<file path="config.mk">
export PLATFORM = sky130hd
export DESIGN_NAME = lspa_ctrl
export DESIGN_NICKNAME = d
export VERILOG_FILES = /design/src/hw/rtl/lspa_pkg.sv /design/src/hw/rtl/lspa_ctrl.sv
export SDC_FILE = /design/constraint.sdc
export NUM_CORES = 1
export LEC_CHECK = 0
export ABC_AREA = 1
export BUFFER_PORTS_ARGS = -buffer_cell sky130_fd_sc_hd__buf_2
export CORE_AREA = 2 2 39 41
export DETAILED_ROUTE_END_ITERATION = 7
export DIE_AREA = 0 0 41 43
export PLACE_DENSITY = 0.47
export SLEW_MARGIN = 5
export SYNTH_ARGS = -nofsm -noshare
export SYNTH_HDL_FRONTEND = slang
export SYNTH_SLANG_ARGS = --single-unit
</file>
<file path="constraint.sdc">
create_clock -name aclk -period 1.16 [get_ports aclk]
set_input_delay 0.058 -clock aclk [delete_from_list [all_inputs] [get_ports aclk]]
set_output_delay 0.058 -clock aclk [all_outputs]
set_load 0.01 [all_outputs]
</file>
<file path="src/hw/rtl/lspa_pkg.sv">
// Shared types and constants for the linked slot pool allocator.
// Used by the controller, the datapath and the top level; depends on nothing.
package lspa_pkg;

    localparam int SLOT_W    = 10;
    localparam int STATUS_W  = 3;
    localparam int LIMIT_W   = 11;
    localparam int TDATA_W   = 16;
    localparam int S_TUSER_W = 2;

    localparam logic [LIMIT_W-1:0] LIMIT_RESET = 11'd1024;

    localparam logic CMD_ALLOC = 1'b0;
    localparam logic CMD_FREE  = 1'b1;

    localparam logic [STATUS_W-1:0] RES_REUSED    = 3'd0;
    localparam logic [STATUS_W-1:0] RES_FRESH     = 3'd1;
    localparam logic [STATUS_W-1:0] RES_FREED     = 3'd2;
    localparam logic [STATUS_W-1:0] RES_EXHAUSTED = 3'd3;
    localparam logic [STATUS_W-1:0] RES_IGNORED   = 3'd4;

    typedef enum logic [3:0] {
        OP_NONE,
        OP_LOAD,
        OP_DECIDE,
        OP_REUSE,
        OP_UNLINK,
        OP_APPEND,
        OP_TERM,
        OP_OUT
    } op_t;

    typedef struct packed {
        logic is_alloc;
        logic fp_valid;
        logic room;
        logic handle_ok;
        logic n_valid;
        logic out_free;
    } dp_status_t;

endpackage

</file>
<file path="src/hw/rtl/lspa_ctrl.sv">
// Sequencing controller for the linked slot pool allocator.
// Steps each request through the datapath operations; depends on lspa_pkg.
module lspa_ctrl
    import lspa_pkg::*;
(
    input  logic       aclk,
    input  logic       aresetn,
    input  logic       s_tvalid,
    output logic       s_tready,
    input  dp_status_t status,
    output op_t        op
);

    typedef enum logic [2:0] {
        ST_IDLE,
        ST_DECIDE,
        ST_REUSE,
        ST_UNLINK,
        ST_APPEND,
        ST_TERM,
        ST_FINISH
    } state_t;

    state_t state_reg, state_next;
    logic   ready_reg, ready_next;

    always_comb begin
        state_next = state_reg;
        ready_next = ready_reg;
        op         = OP_NONE;
        unique case (state_reg)
            ST_IDLE: begin
                if (s_tvalid) begin
                    op         = OP_LOAD;
                    state_next = ST_DECIDE;
                    ready_next = 1'b0;
                end
            end
            ST_DECIDE: begin
                op = OP_DECIDE;
                if (status.is_alloc) begin
                    if (status.fp_valid) begin
                        state_next = ST_REUSE;
                    end else if (status.room) begin
                        state_next = ST_APPEND;
                    end else begin
                        state_next = ST_FINISH;
                    end
                end else if (status.handle_ok) begin
                    state_next = ST_UNLINK;
                end else begin
                    state_next = ST_FINISH;
                end
            end
            ST_REUSE: begin
                op         = OP_REUSE;
                state_next = ST_FINISH;
            end
            ST_UNLINK: begin
                op         = OP_UNLINK;
                state_next = status.n_valid ? ST_APPEND : ST_TERM;
            end
            ST_APPEND: begin
                op         = OP_APPEND;
                state_next = ST_TERM;
            end
            ST_TERM: begin
                op         = OP_TERM;
                state_next = ST_FINISH;
            end
            ST_FINISH: begin
                if (status.out_free) begin
                    op         = OP_OUT;
                    state_next = ST_IDLE;
                    ready_next = 1'b1;
                end
            end
            default: begin
                state_next = ST_IDLE;
                ready_next = 1'b1;
            end
        endcase
    end

    always_ff @(posedge aclk) begin
        if (!aresetn) begin
            state_reg <= ST_IDLE;
            ready_reg <= 1'b1;
        end else begin
            state_reg <= state_next;
            ready_reg <= ready_next;
        end
    end

    assign s_tready = ready_reg;

endmodule

</file>
==> flow_summary.json, run 1 <==
{
  "status": "complete, but fails checks",
  "failed_checks": "negative setup slack",
  "path_clk_slew_ns": 0.03,
  "ctsHoldBuffers": 0,
  "wirelength_microns": 895,
  "finalCritPeriodShare_pct": 108,
  "place_inst": 83,
  "vdd_drop_max_mv": 1.09,
  "critPathMaxFanout": 5,
  "routedWlPerCell_microns": 9.73,
  "htreeDepth": 1,
  "synth-edff-count": 0,
  "core-area_sq_um": 1380,
  "netlist_area_sq_um": 309,
  "num_vias": 396,
  "std_cell_rows": 14,
  "netlist_top_cells_count": "nand2_1 (14), inv_1 (10), nor2_1 (8)",
  "clk_latency_ns": 0.23,
  "numPortBuffers": 12,
  "areaGrowthSynthToFinish_pct": 64.8,
  "cap_violations": 0,
  "grt_max_degree": 8,
  "grt_usage_pct": 10.8,
  "power.leakage_nw": 0.265,
  "antenna_found_initial": 0,
  "hold_viol": 0,
  "place_ws_ns": 0.0271,
  "postRouteAntennaNets": 0,
  "fin_area_sq_um": 509,
  "finalNonFillerCells": 92,
  "tritoncts": "yes",
  "multi_input_area_sq_um": 219,
  "worstPathArrival_ns": 1.19,
  "start_kind": "flip-flop",
  "yosysTopAreaCell": "dfxtp_1",
  "drt_iter0_markers": 5,
  "worstSetupEndpointType": "output pin",
  "ios": 14,
  "antennaDiodeCount": 0,
  "yosysWarnings": 0,
  "crit_chain": "nor2_4 -> inv_2 -> nor3_4 -> nor2_1 -> o211ai_1 -> buf_2",
  "final.setup.worst_slack_ns": -0.0881,
  "synth.most_common_cell": "nand2_1",
  "initial_core_util_pct": 22.3,
  "seq_area_sq_um": 91.3,
  "root_buffer": "clkbuf_4",
  "criticalPathCategory": "flip-flop to output pin",
  "rsz0062_at_grt": "true",
  "largest_reg_flops": 3,
  "drc_errors": 0,
  "die_area_sq_um": 1760,
  "dpl-instance-area_sq_um": 389,
  "synth_flop_cell": "dfxtp_1",
  "cp.required_ns": 1.10,
  "syn_nets": 64,
  "ys_async_sr_fraction_pct": 0,
  "synth_cell_types": 15,
  "hp-class": "input port to flip-flop",
  "ys_seq_elements": 4,
  "clk_path_buf_depth": 2,
  "cts_buffers": 3,
  "grt-ovfl-total": 0,
  "grt_first_pass_wirelength_mm": 1.26,
  "die_w_microns": 41,
  "power.density_nw_per_um2": 2820,
  "netlist.area_leader.share_pct": 25.9,
  "vias_per_cell": 4.30,
  "fin_crit_ns": 1.25,
  "slowest_stage": "dfxtp_4",
  "clock-sinks": 4,
  "setup_viol": 3,
  "synth_area_leaders": "dfxtp_1 (26%), nand2_1 (17%), inv_1 (12%), nand3_1 (9.7%), nor2_1 (9.7%)",
  "nFillCells": 166,
  "max_stage_delay_ns": 0.36,
  "dr.pass1.iters": 2,
  "syn_inst": 55,
  "max_freq_mhz": 801,
  "seq_area_frac_synth_pct": 25.9,
  "fin_skew_ns": 0.00178,
  "dp.final_hpwl_microns": 608,
  "final_max_slew_viol_count": 0,
  "drive_gt1_share_pct": 50.0,
  "tns_ns": -0.194,
  "avgSynthCellArea_sq_um": 5.62,
  "nNetsFinal": 87,
  "grt_pass1_vias": 344,
  "place.gp.congestion": 0.724,
  "die_h_microns": 43
}
==> kinds of logic (layout without fill, tap and decap cells) <==
kind of cell,after synthesis,after routing,share of synthesized area (%)
and+or+nand+nor,32,32,44.9
buffers and inverters,12,33,15.8
AOI/OAI and AO/OA,6,6,12.1
DFF,4,4,25.9
other,1,1,1.21
==> path summary, 6_finish.rpt <==
check             depth (start not counted)                   endpoint  slack [ns]                      start
hold reg to reg                           2      s_tready$_SDFFE_PN1P_        0.47      s_tready$_SDFFE_PN1P_
hold / removal                            3  state_reg[1]$_SDFFE_PN0P_        0.08                    aresetn
setup reg to reg                          8  state_reg[2]$_SDFFE_PN0P_        0.01  state_reg[2]$_SDFFE_PN0P_
setup / recovery                          6                      op[0]       -0.09  state_reg[0]$_SDFFE_PN0P_
==> per-stage QoR <==
step	hold WS, ns	power (mW)	utilization (%)
after floorplan	0.156	0.707	-
after global placement	0.301	0.948	28.1
after detailed placement	0.314	0.929	28.1
after CTS	0.0719	1.29	33.6
after global routing	0.0965	1.56	36.8
final	0.0807	1.44	36.8
==> worst max-delay path: cells and delay by family, from the launching register on <==
| kind | cells | cell delay, ns |
|---|---|---|
| compound gates | 1 | 0.07 |
| buf+inv | 2 | 0.22 |
| flops | 1 | 0.36 |
| simple gates | 3 | 0.31 |
==> repair_timing <==
action	CTS	global route
resized for setup	12	9
buffers inserted	3	4
setup endpoints to repair	3	4
pin swaps	3	6
hold endpoints to repair	0	0
==> metal layers <==
metal	GRT usage, %	vias to the layer above	wire length [microns]
met5	0	-	0
li1	-	212	-
met3	1.57	0	62
met1	11.9	172	383
met4	10.0	0	0
met2	16.6	12	449
==> layout make-up <==
type,instances,area share [%]
Clock buffer,3,4.42
Inverter,11,8.60
Multi-Input combinational cell,39,43.0
Sequential cell,4,17.9
Tap cell,16,3.93
Timing Repair Buffer,19,22.1
==> power breakdown <==
| part | internal, mW | switching [mW] | total (mW) |
|---|---|---|---|
| clock network | 0.115 | 0.0516 | 0.167 |
| logic | 0.430 | 0.463 | 0.893 |
| registers | 0.238 | 0.140 | 0.378 |
| total | 0.783 | 0.654 | 1.44 |
==> cell usage in the layout (no fill, tap or decap), drive strengths merged <==
master,Yosys,final
nor2,9,9
o21ai,2,2
o211ai,3,3
nor3,3,3
nand3,6,6
dfxtp,4,4
a21oi,1,1
conb,1,1
buf,1,19
nand2,14,14
clkbuf,0,3
inv,11,11
(Power assumes the default switching activity.)
==> run 2: changes to the inputs <==
GPL_TIMING_DRIVEN = 0   (was default)
==> run 2 against run 1 <==
Against the previous run:
- non-clock buffer count rose by 1
- critical path depth fell by 1
- the flow still finishes with violations (negative setup slack)
- cell count rose by 1.1%
- critical endpoint unchanged
- sequential power fell by 3%
- via count rose by 2.0%
- worst setup slack got worse by 0.014 ns
- register-to-register slack improved by 0.06 ns
- count of clock-buffer cells in the layout did not move
- combinational power rose by 1%
- clock power barely moved
- routed wire length fell by 6.1%
==> flow_summary.json, run 2 (synthesis gave the netlist of run 1 again) <==
{
  "setup_viol": 3,
  "antenna_found_initial": 0,
  "place_ws_ns": -0.00468,
  "worstPathArrival_ns": 1.20,
  "cts_buffers": 3,
  "htreeDepth": 1,
  "power.density_nw_per_um2": 2750,
  "cp.required_ns": 1.10,
  "hp-class": "input port to flip-flop",
  "ctsHoldBuffers": 0,
  "start_kind": "flip-flop",
  "power.internal_mw": 0.794,
  "r2r_cells": 7,
  "status": "complete, but fails checks",
  "areaGrowthSynthToFinish_pct": 69.2,
  "rsz0062_at_grt": "true",
  "critPathMaxFanout": 7,
  "drive_gt1_share_pct": 49.4,
  "clk_path_buf_depth": 2,
  "place.gp.congestion": 0.731,
  "reg2reg_to": "state_reg[0]$_SDFFE_PN0P_",
  "worstSetupEndpointType": "output pin",
  "grt_first_pass_wirelength_mm": 1.20,
  "vias_per_cell": 4.34,
  "die_h_microns": 43,
  "switchingPower_mw": 0.647,
  "fin_area_sq_um": 523,
  "final_cell_mix": "nand2_1 (12), buf_2 (12), inv_1 (7), buf_4 (7)",
  "dr.pass1.iters": 3,
  "clkPwrFrac_pct": 11.8,
  "p_seq_share_pct": 25.3,
  "dpl-instance-area_sq_um": 389,
  "fin_crit_ns": 1.26,
  "fin_skew_ns": 0.00329,
  "die_w_microns": 41,
  "ios": 14,
  "drc_errors": 0,
  "root_buffer": "clkbuf_4",
  "nNetsFinal": 88,
  "comb_power_share_pct": 62.9,
  "max_freq_mhz": 792,
  "wirelength_microns": 840,
  "r2r-start": "state_reg[0]$_SDFFE_PN0P_",
  "core-area_sq_um": 1380,
  "vdd_drop_max_mv": 1.24,
  "tns_ns": -0.199,
  "path_clk_slew_ns": 0.04,
  "grt-ovfl-total": 0,
  "numPortBuffers": 12,
  "clk_latency_ns": 0.23,
  "tritoncts": "yes",
  "drt_iter0_markers": 4,
  "rrSetupSlack_ns": 0.07,
  "std_cell_rows": 14,
  "clock-sinks": 4,
  "largest_reg_flops": 3,
  "final_max_slew_viol_count": 0,
  "num_vias": 404,
  "grt_max_degree": 8,
  "postRouteAntennaNets": 0,
  "dp.final_hpwl_microns": 590,
  "routedWlPerCell_microns": 9.03,
  "die_area_sq_um": 1760,
  "hold_viol": 0,
  "switching_share_pct": 44.9,
  "criticalPathCategory": "flip-flop to output pin",
  "power.total_mw": 1.44,
  "startpoint": "state_reg[2]$_SDFFE_PN0P_",
  "antennaDiodeCount": 0,
  "failed_checks": "negative setup slack",
  "grt_usage_pct": 10.4,
  "final.setup.worst_slack_ns": -0.102,
  "holdWs_ns": 0.0633,
  "initial_core_util_pct": 22.3,
  "finalCritPeriodShare_pct": 109,
  "crit_path_end": "op[0]",
  "grt_pass1_vias": 318,
  "power.leakage_nw": 0.272,
  "cap_violations": 0
}
-- run 2: cell types whose count changed in the layout (fill, tap and decap cells not counted), sizes merged --
cell | previous run | this run
buf | 19 | 20
-- run 2: per-stage QoR --
stage | util, % | cells
3_3_place_gp | 28.1 | 83
2_1_floorplan | - | 55
6_report | 37.8 | 93
5_1_grt | 37.8 | 93
3_5_place_dp | 28.1 | 83
4_1_cts | 34.5 | 91
-- run 2: what timing repair did --
item | CTS | global route
gates resized for setup | 11 | 11
buffers inserted | 5 | 3
setup endpoints to repair | 3 | 6
pin swaps | 3 | 7
-- run 2: cell type report --
cell class,count,area [sq um]
Multi-Input combinational cell,39,221
Sequential cell,4,91.3
Clock buffer,3,22.5
Tap cell,16,20.0
Fill cell,156,861
Buffer,1,7.51
Timing Repair Buffer,19,116
Inverter,11,43.8
-- run 2: worst min-delay path by stage --
stage / cells past startpoint / to / slack (ns) / startpoint
floorplan: 2 / state_reg[1]$_SDFFE_PN0P_ / 0.16 / aresetn
global placement: 3 / state_reg[1]$_SDFFE_PN0P_ / 0.30 / aresetn
detailed placement: 3 / state_reg[1]$_SDFFE_PN0P_ / 0.29 / aresetn
CTS: 3 / state_reg[1]$_SDFFE_PN0P_ / 0.05 / aresetn
global route: 3 / state_reg[1]$_SDFFE_PN0P_ / 0.07 / aresetn
finish: 3 / state_reg[1]$_SDFFE_PN0P_ / 0.06 / aresetn
-- run 2: routing by layer --
metal / vias to the layer above / global-route usage (%) / share of wire, %
met5: - / 0 / 0
met4: 0 / 8.00 / 0
met3: 0 / 3.66 / 7.6
met2: 12 / 14.7 / 48
met1: 176 / 11.9 / 44
li1: 216 / - / -
-- run 2: critical path, stage by stage, from the launching register on --
cell and delay (ns):
dfxtp_4 0.37, buf_6 0.12, nor3_4 0.17, nor2_1 0.07, o211ai_1 0.08, buf_2 0.16
-- run 2: power groups by stage --
stage	clock network [mW]	logic (mW)	registers (mW)
after floorplan	0	0.430	0.277
after global placement	0	0.628	0.282
after detailed placement	0	0.623	0.282
after CTS	0.182	0.793	0.332
after global routing	0.189	0.994	0.375
final	0.170	0.906	0.365
==> run 3: changes to the inputs <==
==> constraint.sdc (replaced) <==
create_clock -name aclk -period 1.16 [get_ports aclk]
set_input_delay 0.058 -clock aclk [delete_from_list [all_inputs] [get_ports aclk]]
set_output_delay 0.058 -clock aclk [all_outputs]
set_load 0.05 [all_outputs]
==> run 3 against run 2 <==
Against the previous run:
- the run still ends with negative setup slack left
- highest routed layer is now met4
- critical path depth unchanged
- cell count unchanged
- fmax decreased by 3.7%
- combinational power up 45%
- sequential share of layout area shrank 0.52 points
- utilization rose by 0.090 points
- clock skew shrank 0.00056 ns
==> flow_summary.json, run 3 (synthesis gave the netlist of run 1 again) <==
{
  "nNetsFinal": 88,
  "postRouteAntennaNets": 0,
  "num_vias": 397,
  "numPortBuffers": 12,
  "fin_skew_ns": 0.00273,
  "critPathMaxFanout": 6,
  "die_area_sq_um": 1760,
  "switchingPower_mw": 0.976,
  "drive_gt1_share_pct": 49.4,
  "clk_path_buf_depth": 2,
  "hold_viol": 0,
  "drt_iter0_markers": 5,
  "final_cell_mix": "nand2_1 (12), buf_4 (9), buf_2 (9)",
  "seq_area_sq_um": 88.8,
  "dp.final_hpwl_microns": 600,
  "holdWs_ns": 0.0874,
  "p_seq_share_pct": 18.8,
  "cap_violations": 0,
  "dr_wl_met3_microns": 34,
  "dr_wl_met2_microns": 425,
  "failed_checks": "negative setup slack",
  "m1WireLength_microns": 368,
  "crit_chain": "nand2_1 -> nor2_2 -> nand2_2 -> o211ai_1 -> buf_4",
  "grt_max_degree": 8,
  "fin_crit_ns": 1.31,
  "hp-class": "input port to flip-flop",
  "final_max_slew_viol_count": 0,
  "finalNonFillerCells": 93,
  "status": "complete, but fails checks",
  "ios": 14,
  "grt-ovfl-total": 0,
  "power.leakage_nw": 0.274,
  "path_clk_slew_ns": 0.04,
  "htreeDepth": 1,
  "die_h_microns": 43,
  "areaGrowthSynthToFinish_pct": 69.6,
  "setup_viol": 3,
  "clock-sinks": 4,
  "antenna_found_initial": 0,
  "vdd_drop_max_mv": 1.01,
  "cts_buffers": 3,
  "comb_power_share_pct": 71.8,
  "worstSetupEndpointType": "output pin",
  "place_ws_ns": -0.102,
  "core-area_sq_um": 1380,
  "top_layer": "met4",
  "initial_core_util_pct": 22.3,
  "cp.required_ns": 1.10,
  "clkPwrFrac_pct": 9.4,
  "finalCritPeriodShare_pct": 113,
  "layout_commonest_cell": "nand2_1",
  "slowest_stage": "dfxtp_4",
  "ctsHoldBuffers": 0,
  "start_kind": "flip-flop",
  "routedWlPerCell_microns": 9.00,
  "place_inst": 83,
  "antennaDiodeCount": 0,
  "drc_errors": 0,
  "rsz0062_at_grt": "true",
  "dr.pass1.iters": 2,
  "max_stage_delay_ns": 0.39,
  "die_w_microns": 41,
  "vias_per_cell": 4.27,
  "final.setup.worst_slack_ns": -0.150,
  "max_freq_mhz": 763,
  "std_cell_rows": 14,
  "grt_first_pass_wirelength_mm": 1.30,
  "grt_pass1_vias": 336,
  "multi_input_area_sq_um": 216,
  "power.density_nw_per_um2": 3480,
  "tritoncts": "yes",
  "fin_area_sq_um": 524,
  "criticalPathCategory": "flip-flop to output pin",
  "power.internal_mw": 0.849,
  "clk_latency_ns": 0.23,
  "nFillCells": 167,
  "largest_reg_flops": 3,
  "place.gp.congestion": 0.698,
  "root_buffer": "clkbuf_4",
  "wirelength_microns": 837,
  "switching_share_pct": 53.5,
  "dpl-instance-area_sq_um": 397,
  "grt_usage_pct": 11.3,
  "worstPathArrival_ns": 1.25
}
[run 3: power groups by stage]
stage	registers [mW]	clock network [mW]	logic, mW
2_1_floorplan	0.340	0	0.730
4_1_cts	0.323	0.179	1.23
3_5_place_dp	0.297	0	0.972
5_1_grt	0.359	0.186	1.41
3_3_place_gp	0.299	0	0.978
6_report	0.343	0.171	1.31
[run 3: final timing paths]
path | start | end | slack [ns] | cells past startpoint
setup / recovery | state_reg[2]$_SDFFE_PN0P_ | op[0] | -0.15 | 5
hold / removal | aresetn | state_reg[1]$_SDFFE_PN0P_ | 0.09 | 3
hold reg to reg | s_tready$_SDFFE_PN1P_ | s_tready$_SDFFE_PN1P_ | 0.45 | 2
setup reg to reg | state_reg[1]$_SDFFE_PN0P_ | state_reg[1]$_SDFFE_PN0P_ | 0.05 | 8
[run 3: final cells by class]
| class | instances | share of cell area, % |
|---|---|---|
| Multi-Input combinational cell | 39 | 41.3 |
| Buffer | 1 | 1.43 |
| Clock buffer | 3 | 4.30 |
| Sequential cell | 4 | 16.9 |
| Timing Repair Buffer | 19 | 24.3 |
| Tap cell | 16 | 3.82 |
| Inverter | 11 | 7.88 |
[run 3: per-stage QoR]
stage | power [mW] | setup TNS, ns | util [%]
2_1_floorplan | 1.07 | -0.470 | -
3_3_place_gp | 1.28 | -0.133 | 28.7
3_5_place_dp | 1.27 | -0.138 | 28.7
4_1_cts | 1.73 | -0.531 | 35.2
5_1_grt | 1.95 | -0.721 | 37.9
6_report | 1.82 | -0.401 | 37.9
[run 3: critical path, delay by kind of cell (launching register included)]
family	cells	cell delay, ns
compound gates	1	0.10
buf+inv	1	0.22
flops	1	0.39
simple gates	3	0.30
[run 3: per-layer routing]
layer / global-route usage [%] / up-vias
met3: 1.57 / 2
met2: 17.8 / 6
met5: 0 / -
met1: 12.1 / 173
met4: 10.0 / 0
li1: - / 216
[run 3: what timing repair did]
action	CTS	global route
pin swaps	3	3
setup endpoints to repair	3	4
gates resized for setup	15	6
setup buffers	4	6
gates cloned	0	0
